==> config.mk <==
export PLATFORM = sky130hd
export DESIGN_NAME = dual_servo_slew_controller_core
export DESIGN_NICKNAME = d
export VERILOG_FILES = /design/src/dssc_pkg.sv /design/src/dual_servo_slew_controller_core.sv /design/src/dssc_state.sv /design/src/dssc_duty.sv
export SDC_FILE = /design/constraint.sdc
export NUM_CORES = 2
export LEC_CHECK = 0
export ABC_AREA = 1
export BUFFER_PORTS_ARGS = -buffer_cell sky130_fd_sc_hd__clkbuf_2
export CORE_ASPECT_RATIO = 1.4
export CORE_MARGIN = 10
export CORE_UTILIZATION = 35
export DETAILED_ROUTE_END_ITERATION = 8
export PLACE_DENSITY_LB_ADDON = 0.3
export SYNTH_ARGS = -nofsm -noshare
export SYNTH_HDL_FRONTEND = slang
export SYNTH_SLANG_ARGS = --single-unit
==> constraint.sdc <==
create_clock -name clk -period 9.6 [get_ports clk]
set_clock_uncertainty 0.05 [all_clocks]
set_input_delay 1.92 -clock clk [delete_from_list [all_inputs] [get_ports clk]]
set_output_delay 1.92 -clock clk [all_outputs]
set_load 0.02 [all_outputs]
==> src/dssc_pkg.sv <==
package dssc_pkg;

  localparam int ANGLE_W    = 8;
  localparam int DUTY_W     = 13;
  localparam int PERIOD_W   = 16;
  localparam int IN_ANGLE_W = 16;
  localparam int SID_W      = 2;
  localparam int CFG_IDX_W  = 2;
  localparam int CFG_DATA_W = 16;

  localparam int MAX_ANGLE_DEF = 180;

  localparam logic [ANGLE_W-1:0]  CENTER_ANGLE    = 8'd90;
  localparam logic [PERIOD_W-1:0] STEP_PERIOD_RST = 16'd15;
  localparam logic [DUTY_W-1:0]   MIN_DUTY_RST    = 13'd328;
  localparam logic [DUTY_W-1:0]   MAX_DUTY_RST    = 13'd1024;

  // configuration register indexes
  localparam logic [CFG_IDX_W-1:0] REG_STEP_PERIOD = 2'd0;
  localparam logic [CFG_IDX_W-1:0] REG_MIN_DUTY    = 2'd1;
  localparam logic [CFG_IDX_W-1:0] REG_MAX_DUTY    = 2'd2;

  // servo numbers accepted on a move
  localparam logic [SID_W-1:0] SERVO_ONE = 2'd1;
  localparam logic [SID_W-1:0] SERVO_TWO = 2'd2;

  typedef enum logic {
    ACT_MOVE = 1'b0,
    ACT_TICK = 1'b1
  } action_t;

  typedef struct packed {
    action_t                       action;
    logic [SID_W-1:0]              servo_sel;
    logic signed [IN_ANGLE_W-1:0]  angle;
    logic                          smooth;
  } in_t;

  typedef struct packed {
    logic               status;
    logic               update_one;
    logic [DUTY_W-1:0]  duty_one;
    logic               update_two;
    logic [DUTY_W-1:0]  duty_two;
    logic [ANGLE_W-1:0] pos_one;
    logic [ANGLE_W-1:0] pos_two;
    logic               busy_one;
    logic               busy_two;
  } out_t;

  // everything of a result except the duties
  typedef struct packed {
    logic               status;
    logic               update_one;
    logic               update_two;
    logic [ANGLE_W-1:0] pos_one;
    logic [ANGLE_W-1:0] pos_two;
    logic               busy_one;
    logic               busy_two;
  } flags_t;

endpackage

==> src/dual_servo_slew_controller_core.sv <==
// Two-channel servo position controller with slew limiting.
//
// Input channel (item / item_valid / item_stall): a move sets a servo's
// angle, either at once or as a target reached one degree per step; a tick
// counts toward the step period. Output channel (result / result_valid /
// result_stall): one result per item with status, per-servo duty, angle,
// busy flag and a flag for each duty that the item rewrote.
// Configuration is written through wr_en / wr_index / wr_data; the user must
// write it only while no transaction is in flight; the block does not enforce it.
//
// Throughput: one item per cycle while result_stall does not hold the
// output. Each result passes the registers v1, v2 and result_valid, in
// step with the duty pipeline (angle times span, reciprocal multiply for the
// division by the angle range, offset and saturate).
// The servo state itself is updated in the acceptance cycle.
//
// A stalled result holds the whole pipeline; item_stall rises in the same
// cycle. Reset returns both servos to 90 degrees, idle, clears the tick
// count, loads the default registers and empties the pipeline.
module dual_servo_slew_controller_core #(
  parameter int MaxAngle = dssc_pkg::MAX_ANGLE_DEF
) (
  input  logic                              clk,
  input  logic                              rst,
  input  logic                              item_valid,
  output logic                              item_stall,
  input  dssc_pkg::in_t                     item,
  output logic                              result_valid,
  input  logic                              result_stall,
  output dssc_pkg::out_t                    result,
  input  logic                              wr_en,
  input  logic [dssc_pkg::CFG_IDX_W-1:0]    wr_index,
  input  logic [dssc_pkg::CFG_DATA_W-1:0]   wr_data
);

  logic [dssc_pkg::PERIOD_W-1:0] step_period;
  logic [dssc_pkg::DUTY_W-1:0]   min_duty;
  logic [dssc_pkg::DUTY_W-1:0]   max_duty;

  logic             adv;
  logic             accept;
  logic             v1, v2;
  dssc_pkg::flags_t flags, f1, f2, f3;
  logic [dssc_pkg::DUTY_W-1:0] duty_one, duty_two;

  assign adv        = !result_valid || !result_stall;
  assign item_stall = !adv;
  assign accept     = item_valid && adv;

  always_ff @(posedge clk) begin
    if (rst) begin
      step_period <= dssc_pkg::STEP_PERIOD_RST;
      min_duty    <= dssc_pkg::MIN_DUTY_RST;
      max_duty    <= dssc_pkg::MAX_DUTY_RST;
    end else if (wr_en) begin
      unique case (wr_index)
        dssc_pkg::REG_STEP_PERIOD: step_period <= wr_data[dssc_pkg::PERIOD_W-1:0];
        dssc_pkg::REG_MIN_DUTY:    min_duty    <= wr_data[dssc_pkg::DUTY_W-1:0];
        dssc_pkg::REG_MAX_DUTY:    max_duty    <= wr_data[dssc_pkg::DUTY_W-1:0];
        default: ;
      endcase
    end
  end

  dssc_state #(.MaxAngle(MaxAngle)) u_state (
    .clk         (clk),
    .rst         (rst),
    .accept      (accept),
    .item        (item),
    .step_period (step_period),
    .flags       (flags)
  );

  dssc_duty #(.MaxAngle(MaxAngle)) u_duty_one (
    .clk      (clk),
    .adv      (adv),
    .angle    (flags.pos_one),
    .min_duty (min_duty),
    .max_duty (max_duty),
    .duty     (duty_one)
  );

  dssc_duty #(.MaxAngle(MaxAngle)) u_duty_two (
    .clk      (clk),
    .adv      (adv),
    .angle    (flags.pos_two),
    .min_duty (min_duty),
    .max_duty (max_duty),
    .duty     (duty_two)
  );

  always_ff @(posedge clk) begin
    if (rst) begin
      v1           <= 1'b0;
      v2           <= 1'b0;
      result_valid <= 1'b0;
    end else if (adv) begin
      v1           <= accept;
      v2           <= v1;
      result_valid <= v2;
    end
  end

  // flags ride alongside the duty pipeline
  always_ff @(posedge clk) begin
    if (adv) begin
      f1 <= flags;
      f2 <= f1;
      f3 <= f2;
    end
  end

  always_comb begin
    result.status     = f3.status;
    result.update_one = f3.update_one;
    result.duty_one   = duty_one;
    result.update_two = f3.update_two;
    result.duty_two   = duty_two;
    result.pos_one    = f3.pos_one;
    result.pos_two    = f3.pos_two;
    result.busy_one   = f3.busy_one;
    result.busy_two   = f3.busy_two;
  end

  a_status_no_update: assert property (@(posedge clk) disable iff (rst)
    result_valid && result.status |-> !result.update_one && !result.update_two)
    else $error("rejected move reports a duty update");

  a_bad_servo_status: assert property (@(posedge clk) disable iff (rst)
    accept && item.action == dssc_pkg::ACT_MOVE &&
    item.servo_sel != dssc_pkg::SERVO_ONE && item.servo_sel != dssc_pkg::SERVO_TWO
    |=> v1 && f1.status)
    else $error("invalid servo number not flagged");

  a_reset_empty: assert property (@(posedge clk)
    rst |=> !v1 && !v2 && !result_valid)
    else $error("pipeline not empty after reset");

endmodule

==> src/dssc_state.sv <==
module dssc_state #(
  parameter int MaxAngle = dssc_pkg::MAX_ANGLE_DEF
) (
  input  logic                            clk,
  input  logic                            rst,
  input  logic                            accept,
  input  dssc_pkg::in_t                   item,
  input  logic [dssc_pkg::PERIOD_W-1:0]   step_period,
  output dssc_pkg::flags_t                flags
);

  localparam logic [dssc_pkg::IN_ANGLE_W-1:0] MAX_IN  = dssc_pkg::IN_ANGLE_W'(MaxAngle);
  localparam logic [dssc_pkg::ANGLE_W-1:0]    MAX_POS = dssc_pkg::ANGLE_W'(MaxAngle);

  logic [1:0][dssc_pkg::ANGLE_W-1:0] cur, cur_next;
  logic [1:0][dssc_pkg::ANGLE_W-1:0] tgt, tgt_next;
  logic [1:0]                        slewing, slewing_next;
  logic [dssc_pkg::PERIOD_W-1:0]     elapsed, elapsed_next;

  logic [dssc_pkg::PERIOD_W-1:0] elapsed_inc;
  logic [dssc_pkg::ANGLE_W-1:0]  clamp;
  logic [1:0]                    chan_hit;
  logic [1:0]                    upd;
  logic                          step;
  logic                          is_move;

  always_comb begin
    is_move     = (item.action == dssc_pkg::ACT_MOVE);
    chan_hit[0] = (item.servo_sel == dssc_pkg::SERVO_ONE);
    chan_hit[1] = (item.servo_sel == dssc_pkg::SERVO_TWO);

    if (item.angle[dssc_pkg::IN_ANGLE_W-1]) begin
      clamp = '0;
    end else if ($unsigned(item.angle) > MAX_IN) begin
      clamp = MAX_POS;
    end else begin
      clamp = item.angle[dssc_pkg::ANGLE_W-1:0];
    end

    // saturating tick count
    elapsed_inc = (elapsed == '1) ? elapsed : elapsed + 1'b1;
    step        = (elapsed_inc >= step_period);

    elapsed_next = elapsed;
    if (!is_move) begin
      elapsed_next = step ? '0 : elapsed_inc;
    end

    cur_next     = cur;
    tgt_next     = tgt;
    slewing_next = slewing;
    upd          = '0;

    for (int c = 0; c < 2; c++) begin
      if (is_move) begin
        if (chan_hit[c]) begin
          tgt_next[c] = clamp;
          if (item.smooth) begin
            slewing_next[c] = (cur[c] != clamp);
          end else begin
            cur_next[c]     = clamp;
            slewing_next[c] = 1'b0;
            upd[c]          = 1'b1;
          end
        end
      end else if (step && slewing[c]) begin
        if (cur[c] == tgt[c]) begin
          slewing_next[c] = 1'b0;
        end else begin
          cur_next[c]     = (tgt[c] > cur[c]) ? cur[c] + 1'b1 : cur[c] - 1'b1;
          slewing_next[c] = (cur_next[c] != tgt[c]);
          upd[c]          = 1'b1;
        end
      end
    end

    flags.status     = is_move && !chan_hit[0] && !chan_hit[1];
    flags.update_one = upd[0];
    flags.update_two = upd[1];
    flags.pos_one    = cur_next[0];
    flags.pos_two    = cur_next[1];
    flags.busy_one   = slewing_next[0];
    flags.busy_two   = slewing_next[1];
  end

  always_ff @(posedge clk) begin
    if (rst) begin
      cur     <= {dssc_pkg::CENTER_ANGLE, dssc_pkg::CENTER_ANGLE};
      tgt     <= {dssc_pkg::CENTER_ANGLE, dssc_pkg::CENTER_ANGLE};
      slewing <= '0;
      elapsed <= '0;
    end else if (accept) begin
      cur     <= cur_next;
      tgt     <= tgt_next;
      slewing <= slewing_next;
      elapsed <= elapsed_next;
    end
  end

endmodule

==> src/dssc_duty.sv <==
module dssc_duty #(
  parameter int MaxAngle = dssc_pkg::MAX_ANGLE_DEF
) (
  input  logic                          clk,
  input  logic                          adv,
  input  logic [dssc_pkg::ANGLE_W-1:0]  angle,
  input  logic [dssc_pkg::DUTY_W-1:0]   min_duty,
  input  logic [dssc_pkg::DUTY_W-1:0]   max_duty,
  output logic [dssc_pkg::DUTY_W-1:0]   duty
);

  localparam int PROD_W  = dssc_pkg::ANGLE_W + dssc_pkg::DUTY_W;
  // exact floor division by MaxAngle for any product below 2**PROD_W
  localparam int SHIFT   = PROD_W + $clog2(MaxAngle);
  localparam int RECIP_W = PROD_W + 2;
  localparam int FULL_W  = SHIFT + PROD_W;
  localparam int SUM_W   = PROD_W + 2;
  localparam longint unsigned RECIP_L =
    ((64'd1 << SHIFT) + longint'(MaxAngle) - 64'd1) / longint'(MaxAngle);
  localparam logic [RECIP_W-1:0] RECIP = RECIP_W'(RECIP_L);

  logic signed [dssc_pkg::DUTY_W:0] span;
  logic                             neg;
  logic [dssc_pkg::DUTY_W-1:0]      mag;
  logic [FULL_W-1:0]                full;
  logic signed [SUM_W-1:0]          sum;

  logic [PROD_W-1:0] prod1;
  logic              neg1;
  logic [PROD_W-1:0] quo2;
  logic              neg2;

  always_comb begin
    span = $signed({1'b0, max_duty}) - $signed({1'b0, min_duty});
    neg  = span[dssc_pkg::DUTY_W];
    mag  = neg ? dssc_pkg::DUTY_W'(-span) : span[dssc_pkg::DUTY_W-1:0];
    full = FULL_W'(prod1) * FULL_W'(RECIP);
    sum  = neg2 ? $signed(SUM_W'(min_duty)) - $signed(SUM_W'(quo2))
                : $signed(SUM_W'(min_duty)) + $signed(SUM_W'(quo2));
  end

  always_ff @(posedge clk) begin
    if (adv) begin
      prod1 <= PROD_W'(angle) * PROD_W'(mag);
      neg1  <= neg;
      quo2  <= full[SHIFT +: PROD_W];
      neg2  <= neg1;
      if (sum[SUM_W-1]) begin
        duty <= '0;
      end else if (sum[SUM_W-2:dssc_pkg::DUTY_W] != '0) begin
        duty <= '1;
      end else begin
        duty <= sum[dssc_pkg::DUTY_W-1:0];
      end
    end
  end

endmodule
Word-level counts from Yosys, hierarchy flattened
Cells that the tools add are included.
{"block": "totals", "ff_bits": 256, "latchBits": 0, "ram_bits": 0, "mem_bits_ro": 0, "in_bits": 43, "elab_cells": 132, "mem_count": 0}
{"block": "classes", "addsub": 11, "multipliers": 4, "n_div": 0, "order_cmp": 4, "eq_ne": 11, "shifts": 0, "n_mux": 40, "bitwise_logic": 1, "n_reduce_logical": 20}
{"op": "$mux W8", "n": 14}
{"op": "$mul A21 B22 Y43 const B", "n": 2}
{"op": "$mux W23", "n": 2}
{"op": "$mul A8 B13 Y21", "n": 2}
{"op": "$mux W13", "n": 3}
{"op": "$mux W16", "n": 2}
{"op": "$ne A8 B8 Y1", "n": 4}
{"op": "$add A13 B14 Y15", "n": 2}
{"op": "$sub A13 B14 Y15", "n": 2}
{"op": "$mux W1", "n": 19}
{"op": "$reduce_bool A9 Y1", "n": 2}
{"op": "$add A16 B1 Y16 const B", "n": 1}
{"op": "$add A8 B1 Y8 const B", "n": 2}
{"op": "$eq A16 B16 Y1 const B", "n": 1}
{"op": "$eq A8 B8 Y1", "n": 2}
{"op": "$ge A16 B16 Y1", "n": 1}
{"op": "$gt A16 B8 Y1 const B", "n": 1}
{"op": "$gt A8 B8 Y1", "n": 2}
{"op": "$sub A8 B1 Y8 const B", "n": 2}
{"op": "$sub A13 B13 Y14", "n": 1}
{"op": "$neg A13 Y13", "n": 1}
{"op": "$reduce_and A2 Y1", "n": 4}
{"op": "$reduce_and A3 Y1", "n": 2}
{"op": "$logic_and A1 B1 Y1", "n": 5}
{"op": "6 further kinds", "n": 12}

Longest topological paths before layout
{"block": "logic_depth", "depth_word": 7, "mapped_depth": 45}

Cells and area by module
A second synthesis with hierarchy kept.
{"block": "unflattened", "hier_cells": 4793, "hier_area_um2": 38052.7}
{"mod": "dssc_duty at u_duty_two", "n_inst": 1, "cells_per_inst": 1874, "area_per_inst_um2": 14785.4, "seq_area_each_um2": 1501.4}
{"mod": "dssc_duty at u_duty_one", "n_inst": 1, "cells_per_inst": 1818, "area_per_inst_um2": 14557.7, "seq_area_each_um2": 1501.4}
{"mod": "dssc_state", "n_inst": 1, "cells_per_inst": 764, "area_per_inst_um2": 4936.0, "seq_area_each_um2": 1001.0}
{"mod": "dual_servo_slew_controller_core", "n_inst": 1, "cells_per_inst": 337, "area_per_inst_um2": 3773.6, "seq_area_each_um2": 2792.7}

Worst setup path after synthesis
No wires, ideal clock.
{"block": "synth_timing", "path_kind": "input to output", "startpoint": "input port result_stall", "endpoint": "output port item_stall", "t_arrival_ns": 6.262, "slack_ns": 1.368, "cell_stages": 2, "n_path_buf": 0, "path_cell_list": "nand2_1 -> inv_1"}
{"block": "synth_via", "elab_chain_len": 3}
{"item": "from (decl)", "line": "dual_servo_slew_controller_core.sv:29", "rtl": "input logic result_stall,"}
{"item": "$logic_not A1 Y1", "line": "dual_servo_slew_controller_core.sv:46", "rtl": "assign adv = !result_valid || !result_stall;"}
{"item": "$logic_or A1 B1 Y1", "line": "dual_servo_slew_controller_core.sv:46"}
{"item": "$logic_not A1 Y1", "line": "dual_servo_slew_controller_core.sv:47", "rtl": "assign item_stall = !adv;"}
{"item": "to (decl)", "line": "dual_servo_slew_controller_core.sv:26", "rtl": "output logic item_stall,"}
Every way passes these cells.

Worst setup path after layout
{"block": "layout_timing", "startpoint": "register u_state.elapsed[0] (netlist name)", "endpoint": "register u_duty_two.prod1[17], data pin"}
{"block": "layout_via", "elab_chain_len": 7, "word_cells_on_any_way": 8, "classes_between": "add/sub: 1; mul: 1; order compare: 1; eq/ne: 1; mux: 3; reduce/logical: 1"}
{"item": "from (decl)", "line": "dssc_state.sv:18", "rtl": "logic [dssc_pkg::PERIOD_W-1:0] elapsed, elapsed_next;"}
{"item": "from (signal assigned)", "line": "dssc_state.sv:96", "rtl": "elapsed <= elapsed_next;"}
{"item": "$add A16 B1 Y16 or $eq A16 B16 Y1 (tied branches)", "line": "dssc_state.sv:41", "rtl": "elapsed_inc = (elapsed == '1) ? elapsed : elapsed + 1'b1;"}
{"item": "$mux W16 *", "line": "dssc_state.sv:41"}
{"item": "$ge A16 B16 Y1 *", "line": "dssc_state.sv:42", "rtl": "step = (elapsed_inc >= step_period);"}
{"item": "$logic_and A1 B1 Y1 *", "line": "dssc_state.sv:66", "rtl": "end else if (step && slewing[c]) begin"}
{"item": "$mux W8 *", "line": "dssc_state.sv:66"}
{"item": "$mux W8 *", "line": "dssc_state.sv:55", "rtl": "if (is_move) begin"}
{"item": "$mul A8 B13 Y21 *", "line": "dssc_duty.sv:44", "rtl": "prod1 <= PROD_W'(angle) * PROD_W'(mag);"}
{"item": "to (signal assigned)", "line": "dssc_duty.sv:44"}
{"item": "to (decl)", "line": "dssc_duty.sv:28", "rtl": "logic [PROD_W-1:0] prod1;"}
Mark *: on every way between the ends. The rest lies on a longest branch, timed or not.
A chain may end at the register's enable or synchronous reset.

==> reports/qor.txt <==
CTS tree = built
Yosys warnings = 0
Reg2reg start = u_state.elapsed[0]$_SDFFE_PP0P_
Post-Synth Adder-Cell Area = 42.1%
Seq cells post-synth = 256
Slew headroom = 29.9%
GPL Wtd Cong = 0.920
Syn Std Cell Area = 0.0348 mm^2
Crit path DAT = 8.79 ns
Die Area = 0.113 mm^2
Final Slew Violations = 0
Grt ovf = 0
Run status = completed
Post-CTS Setup Bufs = 0
Post-synthesis mux area share = 0.0575%
WP data required = 9.88 ns
Simple-gate share of the synthesized area = 14.5%
Netlist cell types = 51
Reg2reg setup slack = 1.08 ns
Crit path from = u_state.elapsed[0]$_SDFFE_PP0P_
Critical-path top delay cell = fa_1
Clk root buf = clkbuf_16
Xor/xnor cell area share of the yosys netlist = 3.07%
HPWL after detailed placement = 79800 um
FILL cells = 10067
Synth Flop Type = edfxtp_1
Worst path buffer plus inverter count = 5
Via count = 27250
Max-cap viol count = 0
Post-synth net total = 5123
Crit path largest cell delay = 0.49 ns
Top Ports = 92
Initial antenna violation count = 2
Final Hold Vio Count = 0
Most numerous cell in the Yosys netlist = inv_1
Post-route ant nets = 0
Global-route wire length before repair = 151000 um
Worst Hold End = result[31]$_DFFE_PN_
Fraction of layout cells with a size suffix above 1 = 5.17%
Rows = 136
Area of the multi-input gates = 0.0243 mm^2
Clock-pin slew on the worst setup and hold paths = 0.06 ns
Die Wd = 287 um
Synth area leaders = fa_1, ha_1, edfxtp_1, inv_1, nand2_1
Compound-gate portion of the synthesized area = 9.95%
Final setup viols = 0
Mean post-synth cell area = 8.41 um^2
Measured slew at the worst slew-check pin = 1.05 ns
Worst min path class = reg -> reg
Clk_lat worst skew = 0.58 ns
Drc violations = 0
Largest net degree at the start of global routing = 61
Max frequency = 117 MHz
P&R area growth vs syn = 9.12%
Combinational family with the most area after synthesis = adder cells
H-tree Lvls = 2
IO buf count = 91
Ys async rst share = 0%
RSZ-0062 raised after global routing = no
Die height = 393 um
Sequential area share after synthesis = 19.4%
Vias per inst = 4.91
Resize count post-CTS = 0
Worst Hold Depth = 0
Wirelength, routed = 94700 um
Critical path type = reg -> reg
Most used cell, CP = nand2_1
TNS Setup = 0 ns
Delay-heaviest family, CP = simple AND/OR/NAND/NOR gates
Clock sinks = 256
Worst hold start = f2[18]$_DFFE_PN_
RR Endpoint = u_duty_two.prod1[17]$_DFFE_PN_
Post-synth top area share = 22.1%
Crit Path Max Fanout = 15
Starting DRT DRC Count = 1483
Hold Buf Count CTS = 0
Post-synth top area cell = fa_1
Drt pass-1 iters = 6
CTS Buf Count = 36
Syn Inst Count = 4139
Crit path time final = 8.52 ns
Final worst path period share = 88.7%
Initial Util = 35.3%
Core area = 0.0985 mm^2
Worst Setup End Kind = register
Total GRT Usage = 16.8%
Fin nets = 5190
EDFF count, synth = 161
Commonest cells in the netlist = inv_1, nand2_1, ha_1
Vias in the first global route = 28258
Wire per inst = 17.1 um
CP startpoint kind = register
Sequential cell area = 0.00674 mm^2
Clock Path Buffers = 3
Register-to-Register Path Depth = 40
==> metrics by stage <==
step	hold slack [ns]	cells	util [%]	setup slack, ns	instance area, um^2
after detailed placement	0.355	5479	37.2	1.04	36700
after global routing	0.369	5545	38.5	0.309	38000
after global placement	0.353	5479	37.2	1.25	36700
after CTS	0.364	5545	38.5	1.05	38000
after floorplan	0.350	4139	-	1.37	34800
final	0.365	5546	38.5	1.08	38000
==> sequential cells by signal, indices dropped and copies added, names as in the netlist, 16 cells and up <==
register and cells:
u_state.cur 16, f1 21, f2 21, step_period 16, u_duty_two.prod1 21, u_duty_one.prod1 21
u_state.tgt 16, result 21, u_state.elapsed 16
==> area by class of cell <==
cell class                 count  share of cell area, %
tap                         1311                   4.32
clock inverter                21                  0.616
inverter                     917                   9.06
antenna                        1                0.00659
timing repair buffer         102                   1.42
clock buffer                  45                   2.85
sequential                   256                   17.7
multi-input combinational   2893                   64.0
==> worst reg2reg max path: cells and delay by family (launching register included) <==
| family | cells | cell delay [ns] |
|---|---|---|
| AOI/OAI and AO/OA | 9 | 1.50 |
| xor gates and xnor gates | 1 | 0.15 |
| adders and majority gates | 7 | 2.73 |
| buffers and inverters | 5 | 0.54 |
| DFF | 1 | 0.39 |
| and+or+nand+nor | 18 | 2.93 |
==> logic make-up (layout without fill, tap and decap cells) <==
kind of cell | after synthesis | after routing
and+or+nand+nor | 1209 | 1209
buffers and inverters | 990 | 1085
adders and majority gates | 941 | 941
AOI/OAI and AO/OA | 624 | 624
DFF | 256 | 256
xor gates and xnor gates | 117 | 117
muxes | 2 | 2
other | 0 | 1
==> cell usage in the layout (no fill, tap or decap), types with 14 or more instances in the layout <==
master and n:
fa_1 385, nand4_1 45, clkbuf_2 91, dfxtp_1 95, nand2_1 604, xor2_1 82, ha_1 556, nor2_1 326
a22oi_1 15, inv_1 909, clkbuf_16 41, nor2_2 20, nand3b_1 17, nor3_1 33, nand3_1 132, xnor2_1 29
a21o_1 14, a21oi_1 310, o21ai_0 176, o211ai_1 27, edfxtp_1 161, a31oi_1 19
==> layer usage <==
metal	wire length [um]	vias to the layer above	GRT usage [%]
met2	47500	615	30.4
li1	-	13397	-
met3	3860	205	2.23
met1	38800	13033	19.4
met4	4520	0	7.81
met5	0	-	0
==> how the worst max path moves through the flow <==
stage,endpoint,slack (ns),depth (start not counted)
2_1_floorplan,item_stall,1.37,2
3_3_place_gp,u_duty_two.prod1[19]$_DFFE_PN_,1.25,40
3_5_place_dp,u_duty_two.prod1[17]$_DFFE_PN_,1.04,40
4_1_cts,u_duty_two.prod1[17]$_DFFE_PN_,1.05,40
5_1_grt,u_duty_two.prod1[17]$_DFFE_PN_,0.31,40
6_report,u_duty_two.prod1[17]$_DFFE_PN_,1.08,40
Power is left out: the tool's default activity adds up to more than one toggle a clock period on the data nets, which glitch-free logic cannot reach.
